`config.mk`:
```
export PLATFORM = sky130hd
export DESIGN_NAME = hotplug_detect_event_queue
export DESIGN_NICKNAME = d
export VERILOG_FILES = /design/src/rtl/core/hpdq_pkg.sv /design/src/rtl/core/hpdq_cfg_regs.sv /design/src/rtl/core/hpdq_out_fifo.sv /design/src/rtl/core/hpdq_core.sv /design/src/rtl/core/hotplug_detect_event_queue.sv
export SDC_FILE = /design/constraint.sdc
export NUM_CORES = 1
export LEC_CHECK = 0
export ABC_AREA = 1
export BUFFER_PORTS_ARGS = -buffer_cell sky130_fd_sc_hd__buf_2
export CAP_MARGIN = 20
export CORE_MARGIN = 2
export CORE_UTILIZATION = 45
export CTS_BUF_LIST = sky130_fd_sc_hd__clkbuf_16
export DETAILED_ROUTE_END_ITERATION = 10
export PLACE_DENSITY_LB_ADDON = 0.05
export SLEW_MARGIN = 25
export SYNTH_ARGS = -nofsm -noshare
export SYNTH_HDL_FRONTEND = slang
export SYNTH_SLANG_ARGS = --single-unit
export TNS_END_PERCENT = 100
```
`constraint.sdc`:
```
create_clock -name i_clk -period 4 [get_ports i_clk]
set_clock_uncertainty 0.15 [all_clocks]
set_input_delay 0.2 -clock i_clk [delete_from_list [all_inputs] [get_ports i_clk]]
set_output_delay 0.2 -clock i_clk [all_outputs]
set_load 0.01 [all_outputs]
```
`src/rtl/core/hpdq_pkg.sv`:
```
// Shared types and constants for the hot-plug-detect event queue.
// Holds event codes, register indexes, reset values and inter-module structs.
// Depends on nothing.
package hpdq_pkg;

    localparam int QUEUE_SLOTS_DEF = 4;
    localparam int TIMER_BITS_DEF  = 25;
    localparam int CFG_W           = 24;

    localparam logic [1:0] EV_NONE = 2'd0;
    localparam logic [1:0] EV_LOW  = 2'd1;
    localparam logic [1:0] EV_HIGH = 2'd2;
    localparam logic [1:0] EV_IRQ  = 2'd3;

    localparam logic [1:0] CFG_GLITCH_LIMIT = 2'd0;
    localparam logic [1:0] CFG_IRQ_LIMIT    = 2'd1;
    localparam logic [1:0] CFG_LEVEL_DELAY  = 2'd2;
    localparam logic [1:0] CFG_QUEUE_GAP    = 2'd3;

    localparam logic [CFG_W-1:0] GLITCH_LIMIT_RST = 24'd150;
    localparam logic [CFG_W-1:0] IRQ_LIMIT_RST    = 24'd2000;
    localparam logic [CFG_W-1:0] LEVEL_DELAY_RST  = 24'd100000;
    localparam logic [CFG_W-1:0] QUEUE_GAP_RST    = 24'd4000;

    localparam int OFIFO_AW    = 3;
    localparam int OFIFO_DEPTH = 1 << OFIFO_AW;

    typedef struct packed {
        logic [CFG_W-1:0] glitch_limit;
        logic [CFG_W-1:0] irq_limit;
        logic [CFG_W-1:0] level_delay;
        logic [CFG_W-1:0] queue_gap;
    } t_cfg;

    typedef struct packed {
        logic [1:0] num;
        logic [1:0] code0;
        logic [1:0] code1;
    } t_push;

    typedef struct packed {
        logic       last;
        logic [1:0] code;
    } t_ofifo_ent;

endpackage

```
`src/rtl/core/hpdq_cfg_regs.sv`:
```
// Configuration register file for the hot-plug-detect event queue.
// Depends on hpdq_pkg for register indexes, reset values and t_cfg.
module hpdq_cfg_regs (
    input  logic                          i_clk,
    input  logic                          i_rst_n,
    input  logic                          i_valid,
    output logic                          o_ready,
    input  logic [1:0]                    i_index,
    input  logic [hpdq_pkg::CFG_W-1:0]    i_data,
    output hpdq_pkg::t_cfg                o_cfg
);
    import hpdq_pkg::*;

    t_cfg r_cfg;
    t_cfg n_cfg;

    assign o_ready = i_rst_n;
    assign o_cfg   = r_cfg;

    always_comb begin
        n_cfg = r_cfg;
        if (i_valid) begin
            case (i_index)
                CFG_GLITCH_LIMIT: n_cfg.glitch_limit = i_data;
                CFG_IRQ_LIMIT:    n_cfg.irq_limit    = i_data;
                CFG_LEVEL_DELAY:  n_cfg.level_delay  = i_data;
                CFG_QUEUE_GAP:    n_cfg.queue_gap    = i_data;
                default:          n_cfg              = r_cfg;
            endcase
        end
    end

    always_ff @(posedge i_clk) begin
        if (!i_rst_n) begin
            r_cfg.glitch_limit <= GLITCH_LIMIT_RST;
            r_cfg.irq_limit    <= IRQ_LIMIT_RST;
            r_cfg.level_delay  <= LEVEL_DELAY_RST;
            r_cfg.queue_gap    <= QUEUE_GAP_RST;
        end else begin
            r_cfg <= n_cfg;
        end
    end

endmodule

```
`src/rtl/core/hpdq_out_fifo.sv`:
```
// Result FIFO that takes up to two events per cycle and sends one per transfer.
// Depends on hpdq_pkg for t_push, t_ofifo_ent and the FIFO depth.
module hpdq_out_fifo (
    input  logic                          i_clk,
    input  logic                          i_rst_n,
    input  hpdq_pkg::t_push               i_push,
    output logic [hpdq_pkg::OFIFO_AW:0]   o_count,
    output logic                          o_valid,
    input  logic                          i_ready,
    output logic [1:0]                    o_code,
    output logic                          o_last
);
    import hpdq_pkg::*;

    t_ofifo_ent            r_mem [OFIFO_DEPTH];
    logic [OFIFO_AW-1:0]   r_wr;
    logic [OFIFO_AW-1:0]   r_rd;
    logic [OFIFO_AW:0]     r_cnt;
    logic                  pop;
    logic [OFIFO_AW-1:0]   wr_nxt;

    assign o_valid = (r_cnt != '0);
    assign o_code  = r_mem[r_rd].code;
    assign o_last  = r_mem[r_rd].last;
    assign o_count = r_cnt;
    assign pop     = o_valid && i_ready;
    assign wr_nxt  = r_wr + OFIFO_AW'(1);

    always_ff @(posedge i_clk) begin
        if (i_push.num != 2'd0) begin
            r_mem[r_wr].code <= i_push.code0;
            r_mem[r_wr].last <= (i_push.num == 2'd1);
        end
        if (i_push.num == 2'd2) begin
            r_mem[wr_nxt].code <= i_push.code1;
            r_mem[wr_nxt].last <= 1'b1;
        end
    end

    always_ff @(posedge i_clk) begin
        if (!i_rst_n) begin
            r_wr  <= '0;
            r_rd  <= '0;
            r_cnt <= '0;
        end else begin
            r_wr  <= r_wr + OFIFO_AW'(i_push.num);
            r_rd  <= r_rd + OFIFO_AW'(pop);
            r_cnt <= r_cnt + (OFIFO_AW + 1)'(i_push.num) - (OFIFO_AW + 1)'(pop);
        end
    end

endmodule

```
`src/rtl/core/hpdq_core.sv`:
```
// Edge classifier, timers and event queue of the hot-plug-detect block.
// Registers one item, updates all state in one pass and pushes its results.
// Depends on hpdq_pkg for codes, t_cfg and t_push.
module hpdq_core #(
    parameter int QUEUE_SLOTS = hpdq_pkg::QUEUE_SLOTS_DEF,
    parameter int TIMER_BITS  = hpdq_pkg::TIMER_BITS_DEF
) (
    input  logic                          i_clk,
    input  logic                          i_rst_n,
    input  logic                          i_valid,
    output logic                          o_ready,
    input  logic                          i_cmd,
    input  logic                          i_level,
    input  hpdq_pkg::t_cfg                i_cfg,
    input  logic [hpdq_pkg::OFIFO_AW:0]   i_fifo_cnt,
    output hpdq_pkg::t_push               o_push
);
    import hpdq_pkg::*;

    localparam int QW   = $clog2(QUEUE_SLOTS);
    localparam int QCAP = QUEUE_SLOTS - 1;
    localparam int CW   = (TIMER_BITS > CFG_W) ? TIMER_BITS : CFG_W;
    localparam int SW   = OFIFO_AW + 2;
    localparam logic [TIMER_BITS-1:0] TMAX = '1;
    localparam logic [TIMER_BITS-1:0] TONE = TIMER_BITS'(1);

    function automatic logic [TIMER_BITS-1:0] f_load(input logic [CFG_W-1:0] v);
        logic [CW-1:0] ext;
        ext = CW'(v);
        if (ext > CW'(TMAX)) begin
            return TMAX;
        end
        return ext[TIMER_BITS-1:0];
    endfunction

    logic                   r_in_vld;
    logic                   r_in_cmd;
    logic                   r_in_lvl;
    logic [1:0]             r_q [QUEUE_SLOTS];
    logic [1:0]             n_q [QUEUE_SLOTS];
    logic [QW-1:0]          r_q_cnt, n_q_cnt;
    logic [1:0]             r_newest, n_newest;
    logic                   r_prev_lvl, n_prev_lvl;
    logic [TIMER_BITS-1:0]  r_since, n_since;
    logic [1:0]             r_reported, n_reported;
    logic [TIMER_BITS-1:0]  r_lvl_tmr, n_lvl_tmr;
    logic                   r_lvl_arm, n_lvl_arm;
    logic [TIMER_BITS-1:0]  r_gap_tmr, n_gap_tmr;
    logic                   r_gap_arm, n_gap_arm;
    logic                   e_emit, g_emit;
    logic [1:0]             e_code, g_code;
    logic [CW-1:0]          dlt;
    logic                   accept;
    t_push                  push;

    assign o_ready = i_rst_n &&
                     ((SW'(i_fifo_cnt) + (r_in_vld ? SW'(2) : SW'(0)) + SW'(2))
                      <= SW'(OFIFO_DEPTH));
    assign accept  = i_valid && o_ready;
    assign dlt     = CW'(r_since);
    assign o_push  = push;

    always_comb begin
        n_q        = r_q;
        n_q_cnt    = r_q_cnt;
        n_newest   = r_newest;
        n_prev_lvl = r_prev_lvl;
        n_since    = r_since;
        n_reported = r_reported;
        n_lvl_tmr  = r_lvl_tmr;
        n_lvl_arm  = r_lvl_arm;
        n_gap_tmr  = r_gap_tmr;
        n_gap_arm  = r_gap_arm;
        e_emit     = 1'b0;
        e_code     = EV_NONE;
        g_emit     = 1'b0;
        g_code     = EV_NONE;
        if (r_in_vld) begin
            if (!r_in_cmd) begin
                if (r_since != TMAX) begin
                    n_since = r_since + TONE;
                end
                if (r_lvl_arm) begin
                    if (r_lvl_tmr <= TONE) begin
                        n_lvl_arm = 1'b0;
                        n_lvl_tmr = '0;
                        if ((r_in_lvl ? EV_HIGH : EV_LOW) != r_reported) begin
                            e_emit     = 1'b1;
                            e_code     = r_in_lvl ? EV_HIGH : EV_LOW;
                            n_reported = e_code;
                        end
                    end else begin
                        n_lvl_tmr = r_lvl_tmr - TONE;
                    end
                end
                if (r_gap_arm) begin
                    if (r_gap_tmr <= TONE) begin
                        n_gap_tmr = '0;
                        g_emit    = 1'b1;
                        if (r_q_cnt != '0) begin
                            g_code = r_q[0];
                            for (int i = 0; i < QUEUE_SLOTS - 1; i++) begin
                                n_q[i] = r_q[i+1];
                            end
                            n_q_cnt = r_q_cnt - QW'(1);
                        end
                        n_reported = g_code;
                        if (r_q_cnt > QW'(1)) begin
                            n_gap_tmr = f_load(i_cfg.queue_gap);
                            n_gap_arm = 1'b1;
                        end else begin
                            n_gap_arm = 1'b0;
                        end
                    end else begin
                        n_gap_tmr = r_gap_tmr - TONE;
                    end
                end
            end else begin
                n_since   = '0;
                n_lvl_arm = 1'b0;
                if (r_prev_lvl != r_in_lvl) begin
                    n_prev_lvl = r_in_lvl;
                    if (r_in_lvl) begin
                        if (dlt <= CW'(i_cfg.glitch_limit)) begin
                            n_lvl_tmr = f_load(i_cfg.level_delay);
                            n_lvl_arm = 1'b1;
                        end else if (dlt <= CW'(i_cfg.irq_limit)) begin
                            if ((r_q_cnt != '0) || (r_reported == EV_LOW)) begin
                                n_newest = EV_IRQ;
                                if (QCAP == 1) begin
                                    n_q[0]  = EV_IRQ;
                                    n_q_cnt = QW'(1);
                                end else begin
                                    n_q[0]  = ((r_q_cnt != '0) && (r_newest != EV_LOW))
                                              ? r_newest : EV_HIGH;
                                    n_q[1]  = EV_IRQ;
                                    n_q_cnt = QW'(2);
                                end
                            end else begin
                                e_emit     = 1'b1;
                                e_code     = EV_IRQ;
                                n_reported = EV_IRQ;
                                n_gap_arm  = 1'b0;
                            end
                        end else begin
                            e_emit     = 1'b1;
                            e_code     = EV_LOW;
                            n_reported = EV_LOW;
                            n_q_cnt    = '0;
                            n_gap_arm  = 1'b0;
                            n_lvl_tmr  = f_load(i_cfg.level_delay);
                            n_lvl_arm  = 1'b1;
                        end
                    end else begin
                        if (dlt > CW'(i_cfg.irq_limit)) begin
                            if (r_q_cnt == '0) begin
                                e_emit     = 1'b1;
                                e_code     = EV_HIGH;
                                n_reported = EV_HIGH;
                                n_gap_arm  = 1'b0;
                            end else begin
                                n_newest = EV_HIGH;
                                if (r_q_cnt == QW'(QCAP)) begin
                                    for (int i = 0; i < QUEUE_SLOTS - 1; i++) begin
                                        n_q[i] = r_q[i+1];
                                    end
                                    n_q[QW'(QCAP - 1)] = EV_HIGH;
                                end else begin
                                    n_q[r_q_cnt] = EV_HIGH;
                                    n_q_cnt      = r_q_cnt + QW'(1);
                                end
                            end
                        end
                        n_lvl_tmr = f_load(i_cfg.level_delay);
                        n_lvl_arm = 1'b1;
                    end
                end
            end
        end
        push.num   = 2'(e_emit) + 2'(g_emit);
        push.code0 = e_emit ? e_code : g_code;
        push.code1 = g_code;
    end

    always_ff @(posedge i_clk) begin
        r_in_cmd <= i_cmd;
        r_in_lvl <= i_level;
        r_q      <= n_q;
        r_newest <= n_newest;
    end

    always_ff @(posedge i_clk) begin
        if (!i_rst_n) begin
            r_in_vld   <= 1'b0;
            r_q_cnt    <= '0;
            r_prev_lvl <= 1'b0;
            r_since    <= '0;
            r_reported <= EV_NONE;
            r_lvl_tmr  <= '0;
            r_lvl_arm  <= 1'b0;
            r_gap_tmr  <= '0;
            r_gap_arm  <= 1'b0;
        end else begin
            r_in_vld   <= accept;
            r_q_cnt    <= n_q_cnt;
            r_prev_lvl <= n_prev_lvl;
            r_since    <= n_since;
            r_reported <= n_reported;
            r_lvl_tmr  <= n_lvl_tmr;
            r_lvl_arm  <= n_lvl_arm;
            r_gap_tmr  <= n_gap_tmr;
            r_gap_arm  <= n_gap_arm;
        end
    end

    a_queue_cap: assert property (@(posedge i_clk) disable iff (!i_rst_n)
        r_q_cnt <= QW'(QCAP))
        else $error("event queue holds more entries than its capacity");

    a_two_only_on_tick: assert property (@(posedge i_clk) disable iff (!i_rst_n)
        (push.num == 2'd2) |-> (r_in_vld && !r_in_cmd))
        else $error("two results produced by something other than a tick");

    a_fifo_room: assert property (@(posedge i_clk) disable iff (!i_rst_n)
        r_in_vld |-> ((SW'(i_fifo_cnt) + SW'(push.num)) <= SW'(OFIFO_DEPTH)))
        else $error("result FIFO overflow");

    a_edge_restarts: assert property (@(posedge i_clk) disable iff (!i_rst_n)
        (r_in_vld && r_in_cmd) |=> ((r_since == '0) && !r_lvl_arm ||
                                    (r_since == '0) && (r_lvl_tmr == f_load(i_cfg.level_delay))))
        else $error("edge did not restart the interval and level timers");

endmodule

```
`src/rtl/core/hotplug_detect_event_queue.sv`:
```
// Top level of the hot-plug-detect event queue.
// Instantiates hpdq_cfg_regs, hpdq_core and hpdq_out_fifo; depends on hpdq_pkg.
//
// The slave stream carries one item per transfer: tuser bit 0 selects a time
// tick (0) or a pin edge report (1), and tdata bit 0 is the sampled pin level.
// The master stream sends one event per transfer: tdata bits 1:0 hold the
// event code (none, low, high, irq) and tlast marks the final event caused by
// one input item. An item produces zero, one or two events.
// The configuration channel writes one of four 24-bit registers (glitch
// limit, IRQ limit, level delay, queue gap) by index; it is ready out of reset.
// An accepted item is registered, processed in the next cycle and its events
// are written into the result FIFO, which presents them on the master side.
// One item can be taken every cycle; the rate is bounded by the eight-entry
// result FIFO, which drains one event per cycle while the receiver is ready.
// When the receiver stalls, the FIFO fills and tready drops once the FIFO
// could not hold two events for a new item and two for the one in process.
// Reset loads the register defaults, empties the queue and the FIFO and
// disarms both timers; it is synchronous, active low, and both ready
// outputs stay low while it is asserted.
module hotplug_detect_event_queue #(
    parameter int QUEUE_SLOTS = hpdq_pkg::QUEUE_SLOTS_DEF,
    parameter int TIMER_BITS  = hpdq_pkg::TIMER_BITS_DEF
) (
    input  logic                          i_clk,
    input  logic                          i_rst_n,
    input  logic                          i_s_axis_tvalid,
    output logic                          o_s_axis_tready,
    input  logic [7:0]                    i_s_axis_tdata,   // [0] pin_level
    input  logic [0:0]                    i_s_axis_tuser,   // [0] cmd
    output logic                          o_m_axis_tvalid,
    input  logic                          i_m_axis_tready,
    output logic [7:0]                    o_m_axis_tdata,   // [1:0] event_code
    output logic                          o_m_axis_tlast,
    input  logic                          i_cfg_valid,
    output logic                          o_cfg_ready,
    input  logic [1:0]                    i_cfg_index,
    input  logic [hpdq_pkg::CFG_W-1:0]    i_cfg_data
);
    import hpdq_pkg::*;

    t_cfg               cfg;
    t_push              push;
    logic [OFIFO_AW:0]  fifo_cnt;
    logic [1:0]         out_code;

    hpdq_cfg_regs u_cfg (
        .i_clk   (i_clk),
        .i_rst_n (i_rst_n),
        .i_valid (i_cfg_valid),
        .o_ready (o_cfg_ready),
        .i_index (i_cfg_index),
        .i_data  (i_cfg_data),
        .o_cfg   (cfg)
    );

    hpdq_core #(
        .QUEUE_SLOTS (QUEUE_SLOTS),
        .TIMER_BITS  (TIMER_BITS)
    ) u_core (
        .i_clk      (i_clk),
        .i_rst_n    (i_rst_n),
        .i_valid    (i_s_axis_tvalid),
        .o_ready    (o_s_axis_tready),
        .i_cmd      (i_s_axis_tuser[0]),
        .i_level    (i_s_axis_tdata[0]),
        .i_cfg      (cfg),
        .i_fifo_cnt (fifo_cnt),
        .o_push     (push)
    );

    hpdq_out_fifo u_fifo (
        .i_clk   (i_clk),
        .i_rst_n (i_rst_n),
        .i_push  (push),
        .o_count (fifo_cnt),
        .o_valid (o_m_axis_tvalid),
        .i_ready (i_m_axis_tready),
        .o_code  (out_code),
        .o_last  (o_m_axis_tlast)
    );

    assign o_m_axis_tdata = {6'd0, out_code};

endmodule
```
==> metrics.md, run 1 <==
| Metric | Value |
|---|---|
| Root buffer cell | clkbuf_16 |
| Synth Area in Simple Gates | 0.243 |
| Max Fclk | approximately 270 MHz |
| CTS sink cnt | between 200 and 250 |
| Worst hold path depth | 5 |
| Hold Path Class | in2reg |
| Pre-antenna DRT Iters | 5 |
| Num rows | between 60 and 70 |
| Setup-failing EPs final | 0 |
| Final WS setup | ~0.3 ns |
| Overflow after GRT | 0 |
| Detailed placer's ending HPWL | between 20000 and 25000 µm |
| Global placer's final weighted congestion | between 0.8 and 0.9 |
| Post-synth ARST share | 0 |
| Most frequent cells in the layout | 308 x nand2_1, 233 x inv_1, 225 x nor2_1 |
| Worst slew margin | 0.330 |
| H-tree depth | 1 |
| Setup bufs post-CTS | 0 |
| Initial Utilization | 0.456 |
| Clk_lat worst skew | 0.53 ns |
| Initial antenna violation count | 0 |
| Clk slew on worst S/H paths | around 0.06 ns |
| Layout cells sized above 1 | 0.0816 |
| Layout overhead on the synthesized area | 13.2% |
| Fin crit share | 0.925 |
| Number of distinct library cells after synthesis | 52 |
| Most used DFF post-synth | dfxtp_1 |
| Synth Area in XOR/XNOR | 0.0270 |
| CP Class | reg2reg |
| Worst Setup Start Kind | register |
| TritonCTS buffer count | 27 |
| RSZ-0062 raised after global routing | false |
| Seq cells post-synth | 224 |
| Largest net degree at the start of global routing | a little over 80 |
| IO Pins | 52 |
| Minimum clock period | ~3.7 ns |
| Post-Synthesis Cell Area | between 0.01 and 0.015 mm² |
| Worst path cell trace | ha_1 > nand2_1 > nor2_1 > nand4_1 > nor2_2 > nand2_1 > nand3_1 > nand2_2 > inv_1 > nand2_1 > nand2_1 > nand2_1 > a21oi_1 > ha_1 > inv_1 > ha_1 > inv_1 > ha_1 > a21o_1 > a21oi_1 > o21ai_0 > a21oi_1 |
| Most common library cell in the layout ignoring fill and taps | nand2_1 |
| Synth Area in Compound Gates | 0.183 |
| Number of port buffers | 38 |
| Yosys warns | 0 |
| CTS tree | done |
| Max FO, Critical Path | 6 |
| Drt first-iter violations | a little over 800 |
| CP most frequent cell | nand2_1 |
| Max Cap Violations | 0 |
| Status | complete, no violations |
| Hold Vio Cnt, Final | 0 |
| Worst-margin pin slew | about 1 ns |
| Final Slew Violations | 0 |
| Vias | between 10000 and 15000 |
| Pre-CTS setup slack | around 0.23 ns |
| Crit path capture type | register |
| Die X | about 170 µm |
| Worst endpoint data arrival time | approximately 4 ns |
| Max VDD drop | 0.000322 V |
| LEAKAGE | 0.00630 µW |
| N_diodes | 0 |
| Routed length per placed instance | between 15 and 20 µm |
| Mean area per synthesized cell | 7.15 µm² |
| EDFF count, synth | 25 |
| Max Buffers Root-to-Sink | 3 |
| Die area | just under 0.03 mm² |
| Tot GR Track Use | 0.237 |
| Nets | 1934 |
| Post-synthesis adder-cell area fraction | 0.0753 |
| DR DRC count | 0 |
| Reg2reg path depth | 22 |
| Slowest stage delay, CP | ~0.36 ns |
| First-pass GRT wire length | around 56000 µm |
| Core area | around 0.028 mm² |
| Via density | ~5.2 |
| Pwr/cell area | between 400 and 500 mW/mm² |
| Setup TNS | 0 ns |
| Die height | 172 µm |
| Worst Path Required | ~4.3 ns |
| Vias in the first global route | around 11000 |
| Syn Inst Count | 1771 |
| Final WL | 34900 µm |
| Sequential fraction of the synthesis area | 0.374 |
| Slowest CP cell | dfxtp_1 |
| Main combinational cell family by area after synthesis | simple AND/OR/NAND/NOR gates |
| Post-route ant nets | 0 |
| Mux cell area share after synthesis | 0 |
[cells in the mapped netlist (3+ instances only)]
master,instances,area (µm²)
a211oi_1,6,45.0
a211oi_2,6,75.1
a21o_1,5,37.5
a21oi_1,153,766
a31oi_1,9,56.3
buf_2,7,35.0
buf_4,9,67.6
buf_6,3,33.8
clkbuf_1,50,188
dfxtp_1,199,3980
edfxtp_1,25,751
ha_1,73,913
inv_1,227,852
inv_2,10,37.5
nand2_1,308,1160
nand2_2,12,75.1
nand2_4,5,56.3
nand3_1,69,345
nand3b_1,3,22.5
nand4_1,27,169
nor2_1,226,848
nor2_2,8,50.1
nor2_4,6,67.6
nor3_1,25,125
nor3_2,3,30.0
nor3b_1,4,30.0
nor4_1,4,25.0
o211ai_1,38,285
o21ai_0,155,776
o21ai_1,4,20.0
o22ai_1,26,163
o311ai_0,3,26.3
xnor2_1,10,87.6
xor2_1,29,254
[report_power, final]
group / total, µW / switching, µW / internal, µW / leakage, µW
Sequential: 2460 / 78.6 / 2380 / 0.00185
Combinational: 1250 / 803 / 448 / 0.00401
Clock: 2480 / 997 / 1480 / 0.000446
Total: 6190 / 1880 / 4310 / 0.00630
[worst max-delay path, delay by kind of cell (launching register included)]
| family | cells | cell delay, ns |
|---|---|---|
| fa+ha+maj | 4 | 1.10 |
| simple gates | 10 | 1.07 |
| compound gates | 5 | 0.73 |
| flops | 1 | 0.36 |
| buf+inv | 3 | 0.23 |
[through the flow]
| stage | util | cells | hold WS, ns | total power, µW | area [µm²] |
|---|---|---|---|---|---|
| finish | 0.516 | 2217 | 0.0304 | 6190 | 14300 |
| global placement | 0.472 | 2136 | 0.153 | 3720 | 13100 |
| detailed placement | 0.472 | 2136 | 0.154 | 3730 | 13100 |
| floorplan | - | 1776 | 0.0777 | 3420 | 12700 |
| global route | 0.516 | 2217 | 0.0575 | 6510 | 14300 |
| CTS | 0.516 | 2217 | 0.0282 | 6240 | 14300 |
[state kept, by name, summed over array words and instances (netlist names), 2 cells and up]
signal,flops
u_core.r_reported,2
u_fifo.r_wr,3
u_core.dlt,25
u_core.r_q_cnt,2
u_fifo.r_rd,3
u_core.r_gap_tmr,25
u_cfg.o_cfg,96
u_fifo.r_mem,24
u_fifo.o_count,4
u_core.r_lvl_tmr,25
u_core.r_q,8
[cell families after synthesis]
| logic type | Yosys count |
|---|---|
| compound gates | 413 |
| xor+xnor | 39 |
| fa+ha+maj | 75 |
| buf+inv | 311 |
| flops | 224 |
| other cells | 1 |
| simple gates | 708 |
[final cells by class]
cell class / count / area [µm²]
fill: 2781 / 13400
multi-input combinational: 1241 / 6710
sequential: 224 / 4730
inverter: 241 / 910
clock buffer: 27 / 676
timing repair buffer: 84 / 618
tap: 378 / 473
clock inverter: 22 / 210
[final timing paths]
check                   from                 to  slack, ns
max           u_core.dlt[16]  u_fifo.o_count[3]       0.30
min           i_cfg_index[0]    u_cfg.o_cfg[39]       0.03
max reg2reg   u_core.dlt[16]  u_fifo.o_count[3]       0.30
min reg2reg  u_cfg.o_cfg[26]    u_cfg.o_cfg[26]       0.30
[routing by layer]
layer  track usage  vias to the layer above  share of wire  wire, µm
li1              -                     5939              -         -
met1         0.317                     5273           0.48     16600
met2         0.408                      204           0.47     16300
met3        0.0283                       45          0.035      1240
met4        0.0599                        0          0.024       830
met5             0                        -              0         0
[repair_timing]
item / 4_1_cts / 5_1_grt
hold endpoints to repair: 103 / 0
hold buffers: 32 / 0
resized for setup: 0 / 1
setup endpoints to repair: 0 / 1
Power figures use the tool's default switching activity.
==> run 2: changes to the inputs <==
CAP_MARGIN = 30   (was 20)
CORE_UTILIZATION = 50   (was 45)
SLEW_MARGIN = 10   (was 25)
==> metrics.md, run 2 (synthesis results as in run 1) <==
| Metric | Value |
|---|---|
| R2r startpoint | u_core.dlt[8] |
| CTS tree | done |
| Detailed placer's ending HPWL | roughly 25000 µm |
| Worst endpoint data arrival time | 4.02 ns |
| Post-route ant nets | 0 |
| Worst path cell trace | ha_1 > nand2_1 > nor2_1 > nand3b_1 > nand3_1 > nand2_1 > nand3_1 > nand2_2 > inv_1 > nand2_1 > nand2_1 > nand2_1 > a21oi_1 > ha_1 > inv_2 > ha_1 > inv_1 > ha_1 > a21o_1 > a21oi_1 > o21ai_0 > a21oi_1 |
| Layout overhead on the synthesized area | 11.9% |
| Met2 usage | 0.443 |
| Logic gate share of total power | 0.212 |
| Worst path bufs/invs | 3 |
| Seq pwr share | 0.416 |
| RSZ-0062 raised after global routing | false |
| Final WS setup | 0.293 ns |
| Slowest CP cell | dfxtp_1 |
| Max VDD drop | slightly above 0.0003 V |
| Layout cells sized above 1 | 0.0796 |
| Num rows | 58 |
| N_diodes | 0 |
| Root buffer cell | clkbuf_16 |
| H-tree depth | 1 |
| IO Pins | 52 |
| Tot GR Track Use | 0.260 |
| CP Class | reg2reg |
| Pre-antenna DRT Iters | 5 |
| Setup TNS | 0 ns |
| Vias in the first global route | about 11000 |
| Flop2flop setup slack | about 0.3 ns |
| Int Power | just over 4000 µW |
| Max Fclk | about 270 MHz |
| Global placer's final weighted congestion | 0.926 |
| Status | complete, no violations |
| Met3 usage | 0.0279 |
| Core area | ~0.025 mm² |
| Drt first-iter violations | 816 |
| Final WL | between 30000 and 40000 µm |
| Worst Path Required | roughly 4.3 ns |
| Worst Setup Start Kind | register |
| Pre-CTS setup slack | approximately 0.26 ns |
| Worst-margin pin slew | 0.941 ns |
| Max Buffers Root-to-Sink | 3 |
| Die area | between 0.02 and 0.03 mm² |
| CP most frequent cell | nand2_1 |
| Clk slew on worst S/H paths | 0.06 ns |
| Fin crit share | 0.927 |
| DP Area | ~0.013 mm² |
| Setup-failing EPs final | 0 |
| Die height | around 160 µm |
| Largest register FFs | 96 |
| Number of port buffers | 38 |
| Worst slew margin | 0.370 |
| Clock share of power | 0.372 |
| Max Cap Violations | 0 |
| Hold Path Class | in2reg |
| Slowest stage delay, CP | between 0.3 and 0.4 ns |
| Top Usage Layer GRT | met2 |
| TritonCTS buffer count | 26 |
| Die X | around 160 µm |
| Pwr/cell area | between 400 and 500 mW/mm² |
| Hold WS | between 0.03 and 0.04 ns |
| Final instance area | 0.0142 mm² |
| Most common library cell in the layout ignoring fill and taps | nand2_1 |
| Worst hold path depth | 3 |
| Initial Utilization | 0.506 |
| Layout fillers | approximately 2400 |
| Clk_lat worst skew | ~0.54 ns |
| Initial antenna violation count | 0 |
| Layout Cells excl Fill | 2165 |
| WHS Endpoint | u_cfg.o_cfg[74] |
| Most frequent cells in the layout | 308 x nand2_1, 237 x inv_1, 225 x nor2_1 |
| FF-to-FF End | u_fifo.o_count[3] |
| Hold Vio Cnt, Final | 0 |
| Placed cells | roughly 2100 |
| Vias | roughly 12000 |
| Delay-heaviest family, CP | adder cells |
| Final Slew Violations | 0 |
| Largest net degree at the start of global routing | 95 |
| Minimum clock period | roughly 3.7 ns |
| First-pass GRT wire length | roughly 56000 µm |
| Via density | 5.32 |
| Grt met1 use | 0.349 |
| LEAKAGE | ~0.0063 µW |
| Overflow after GRT | 0 |
| Max FO, Critical Path | 6 |
| Crit path capture type | register |
| Reg2reg path depth | 22 |
| Sw Ratio | 0.308 |
| Nets | between 1500 and 2000 |
| DR DRC count | 0 |
| CTS sink cnt | around 220 |
| Launch point of the worst hold path | i_cfg_index[1] |
| Psw | 1820 µW |
| Routed length per placed instance | about 16 µm |
==> run 2: cell types whose count changed in the layout (fill, tap and decap cells not counted), sizes merged <==
cell         delta
inv             +3
bufinv          -3
dlygate4sd3     -3
clkinvlp        -3
buf             +3
clkinv          -1
==> run 2: stage by stage <==
| step | power (µW) | utilization |
|---|---|---|
| finish | 5920 | 0.566 |
| global route | 6240 | 0.566 |
| CTS | 5960 | 0.565 |
| detailed placement | 3730 | 0.523 |
| global placement | 3710 | 0.522 |
| floorplan | 3420 | - |
==> run 2: power by group through the flow <==
stage	clock network [µW]	logic (µW)	registers, µW
floorplan	0	936	2480
global route	2320	1440	2480
finish	2200	1260	2460
global placement	0	1200	2510
CTS	2250	1250	2460
detailed placement	0	1220	2510
==> run 2: final cells by class <==
class,instances,area [µm²],area share
timing repair buffer,84,626,0.0441
tap,330,413,0.0291
clock inverter,18,100,0.00706
multi-input combinational,1241,6710,0.474
sequential,224,4730,0.334
clock buffer,27,676,0.0477
inverter,241,910,0.0642
==> run 2: how the worst max path moves through the flow <==
stage | from | endpoint | slack, ns | cells after the start
detailed placement | u_core.dlt[15] | u_fifo.o_count[3] | 0.26 | 22
global placement | u_core.dlt[14] | u_fifo.o_count[3] | 0.33 | 22
global route | u_core.dlt[14] | u_fifo.o_count[3] | 0.009 | 22
floorplan | u_core.dlt[19] | u_fifo.o_count[3] | 0.84 | 22
finish | u_core.dlt[8] | u_fifo.o_count[3] | 0.29 | 22
CTS | u_core.dlt[15] | u_fifo.o_count[3] | 0.24 | 22
==> run 2: metal layers <==
metal | vias up | share of wire | routed length [µm]
met1 | 5307 | 0.47 | 16000
met2 | 213 | 0.47 | 16200
met4 | 0 | 0.026 | 879
li1 | 5947 | - | -
met5 | - | 0 | 0
met3 | 50 | 0.038 | 1300
==> run 2: repair_timing <==
action	CTS	global route
resized for setup	0	2
endpoints found under the hold margin	103	0
setup endpoints to repair	0	1
hold buffers	29	0
buffers inserted	0	1
==> run 2: worst reg2reg max path: cells and delay by family, from the launching register on <==
kind	cells	cell delay (ns)
adder cells (fa/ha/maj)	4	1.10
flip-flops	1	0.37
buffers and inverters	3	0.22
AND/OR/NAND/NOR	10	1.05
AO/OA/AOI/OAI	5	0.74
==> run 3: changes to the inputs <==
BUFFER_PORTS_ARGS = unset   (was -buffer_cell sky130_fd_sc_hd__buf_2)
CORE_MARGIN = unset   (was 2)
CORE_UTILIZATION = 55   (was 50)
DONT_BUFFER_PORTS = 1   (was unset)
==> metrics.md, run 3 (synthesis results as in run 1) <==
| Metric | Value |
|---|---|
| Status | complete, no violations |
| Nets | 1905 |
| FF-to-FF End | u_fifo.o_count[3] |
| Flop2flop setup slack | ~0.35 ns |
| Worst-margin pin slew | between 0.9 and 1 ns |
| Most common library cell in the layout ignoring fill and taps | nand2_1 |
| Clk slew on worst S/H paths | 0.06 ns |
| CTS tree | done |
| Psw | 1830 µW |
| Setup TNS | 0 ns |
| Tot GR Track Use | 0.285 |
| Max Cap Violations | 0 |
| Final instance area | between 0.01 and 0.015 mm² |
| TritonCTS buffer count | 26 |
| CP Class | reg2reg |
| Final WL | approximately 33000 µm |
| LEAKAGE | ~0.0062 µW |
| Layout cells sized above 1 | 0.0657 |
| Max Buffers Root-to-Sink | 3 |
| CTS sink cnt | roughly 220 |
| Worst endpoint data arrival time | a little under 4 ns |
| Root buffer cell | clkbuf_16 |
| Worst Path Required | ~4.3 ns |
| Num rows | between 50 and 60 |
| IO Pins | 52 |
| Largest net degree at the start of global routing | 139 |
| Core area | about 0.023 mm² |
| Pwr/cell area | ~420 mW/mm² |
| Routed length per placed instance | ~16 µm |
| Critical path origin | u_core.dlt[16] |
| H-tree depth | 1 |
| Crit path capture type | register |
| Largest register FFs | 96 |
| Detailed placer's ending HPWL | approximately 23000 µm |
| Initial Utilization | 0.559 |
| Fin crit share | 0.912 |
| Die area | 0.0236 mm² |
| Overflow after GRT | 0 |
| Sw Ratio | 0.308 |
| Final Power | roughly 6000 µW |
| Initial antenna violation count | 4 |
| R2r startpoint | u_core.dlt[16] |
| Final Slew Violations | 0 |
| Vias in the first global route | 10559 |
| Die X | approximately 150 µm |
| Hold Vio Cnt, Final | 0 |
| DR DRC count | 0 |
| Global placer's final weighted congestion | 0.931 |
| Via density | around 5.5 |
| Minimum clock period | 3.65 ns |
| RSZ-0062 raised after global routing | false |
| Seq pwr share | 0.416 |
| Int Power | ~4100 µW |
| Worst slew margin | 0.393 |
| Reg2reg path depth | 22 |
| Die height | ~150 µm |
| Worst Setup Start Kind | register |
| DP Area | approximately 0.013 mm² |
| CP endpoint | u_fifo.o_count[3] |
| Setup-failing EPs final | 0 |
| Layout Cells excl Fill | 2100 |
| Max FO, Critical Path | 6 |
| Post-route ant nets | 0 |
| Pre-CTS setup slack | a little over 0.3 ns |
| Placed cells | approximately 2000 |
| Max Fclk | between 200 and 300 MHz |
| Pre-antenna DRT Iters | 5 |
| Most frequent cells in the layout | 308 x nand2_1, 231 x inv_1, 222 x nor2_1 |
| Drt first-iter violations | 761 |
| Final WS setup | approximately 0.35 ns |
| First-pass GRT wire length | 54200 µm |
| Clk_lat worst skew | about 0.53 ns |
| Max VDD drop | 0.000352 V |
| Hold Path Class | in2reg |
| Setup bufs post-CTS | 0 |
| Vias | roughly 11000 |
| Logic gate share of total power | 0.208 |
| Clock share of power | 0.377 |
| Number of port buffers | 0 |
| Layout overhead on the synthesized area | 11.4% |
## run 3: cell types whose count changed in the layout (fill, tap and decap cells not counted), moves of 2 or more
cell and delta:
nor2_1 -3, clkinv_2 +5, a21oi_1 -2, a21oi_2 +2, clkinv_1 +2, inv_1 -6
buf_2 -37, diode_2 +5, buf_4 -4, dlygate4sd3_1 +12, buf_16 +2, nor2_2 +3
## run 3: worst min path at each step
stage	slack, ns	cells after the start	to	startpoint
global route	0.06	1	u_core.r_in_lvl	i_s_axis_tdata[0]
CTS	0.05	1	u_core.r_in_lvl	i_s_axis_tdata[0]
detailed placement	0.08	0	u_core.r_in_lvl	i_s_axis_tdata[0]
finish	0.07	1	u_core.r_in_cmd	i_s_axis_tuser
global placement	0.08	0	u_core.r_in_lvl	i_s_axis_tdata[0]
floorplan	0.08	0	u_core.r_in_cmd	i_s_axis_tuser
## run 3: power groups by stage
stage                     clock, µW  sequential (µW)  combinational [µW]
final                          2230             2460                1230
after CTS                      2270             2460                1220
after floorplan                   0             2480                 936
after global placement            0             2510                1090
after global routing           2350             2480                1420
after detailed placement          0             2510                1120
## run 3: repair_timing
| action | in CTS | in global routing |
|---|---|---|
| hold endpoints to repair | 142 | 0 |
| endpoints found under the setup margin | 0 | 2 |
| hold buffers | 42 | 0 |
| resized for setup | 0 | 7 |
## run 3: routing by layer
layer / share of wire / up-vias / global-route usage / wire length, µm
li1: - / 5900 / - / -
met1: 0.45 / 5232 / 0.373 / 15000
met2: 0.46 / 269 / 0.479 / 15400
met3: 0.057 / 62 / 0.0409 / 1890
met4: 0.030 / 2 / 0.0986 / 1010
met5: 0.00039 / - / 0 / 13
## run 3: final cells by class
type	count	area (µm²)
inverters	241	910
clock inverters	21	121
fillers	2163	8530
repair buffers	56	571
multi-input cells	1241	6730
flip-flops and latches	224	4740
diodes	5	12.5
clock buffers	27	676
well taps	285	357
## run 3: through the flow
step | utilization | hold WS, ns
CTS | 0.620 | 0.0455
global route | 0.623 | 0.0647
finish | 0.623 | 0.0713
detailed placement | 0.566 | 0.0778
global placement | 0.565 | 0.0778
floorplan | - | 0.0777
## run 3: critical path, stage by stage (launching register included)
cell and delay (ns):
dfxtp_1 0.38, ha_1 0.33, nand2_1 0.08, nor2_2 0.12, nand4_1 0.18, nor2_2 0.18
nand2_1 0.08, nand3_1 0.08, nand2_2 0.11, inv_1 0.07, nand2_1 0.06, nand2_1 0.06
nand2_1 0.10, a21oi_2 0.18, ha_1 0.18, inv_1 0.09, ha_1 0.28, inv_1 0.07
ha_1 0.30, a21o_1 0.17, a21oi_2 0.12, o21ai_0 0.08, a21oi_1 0.13
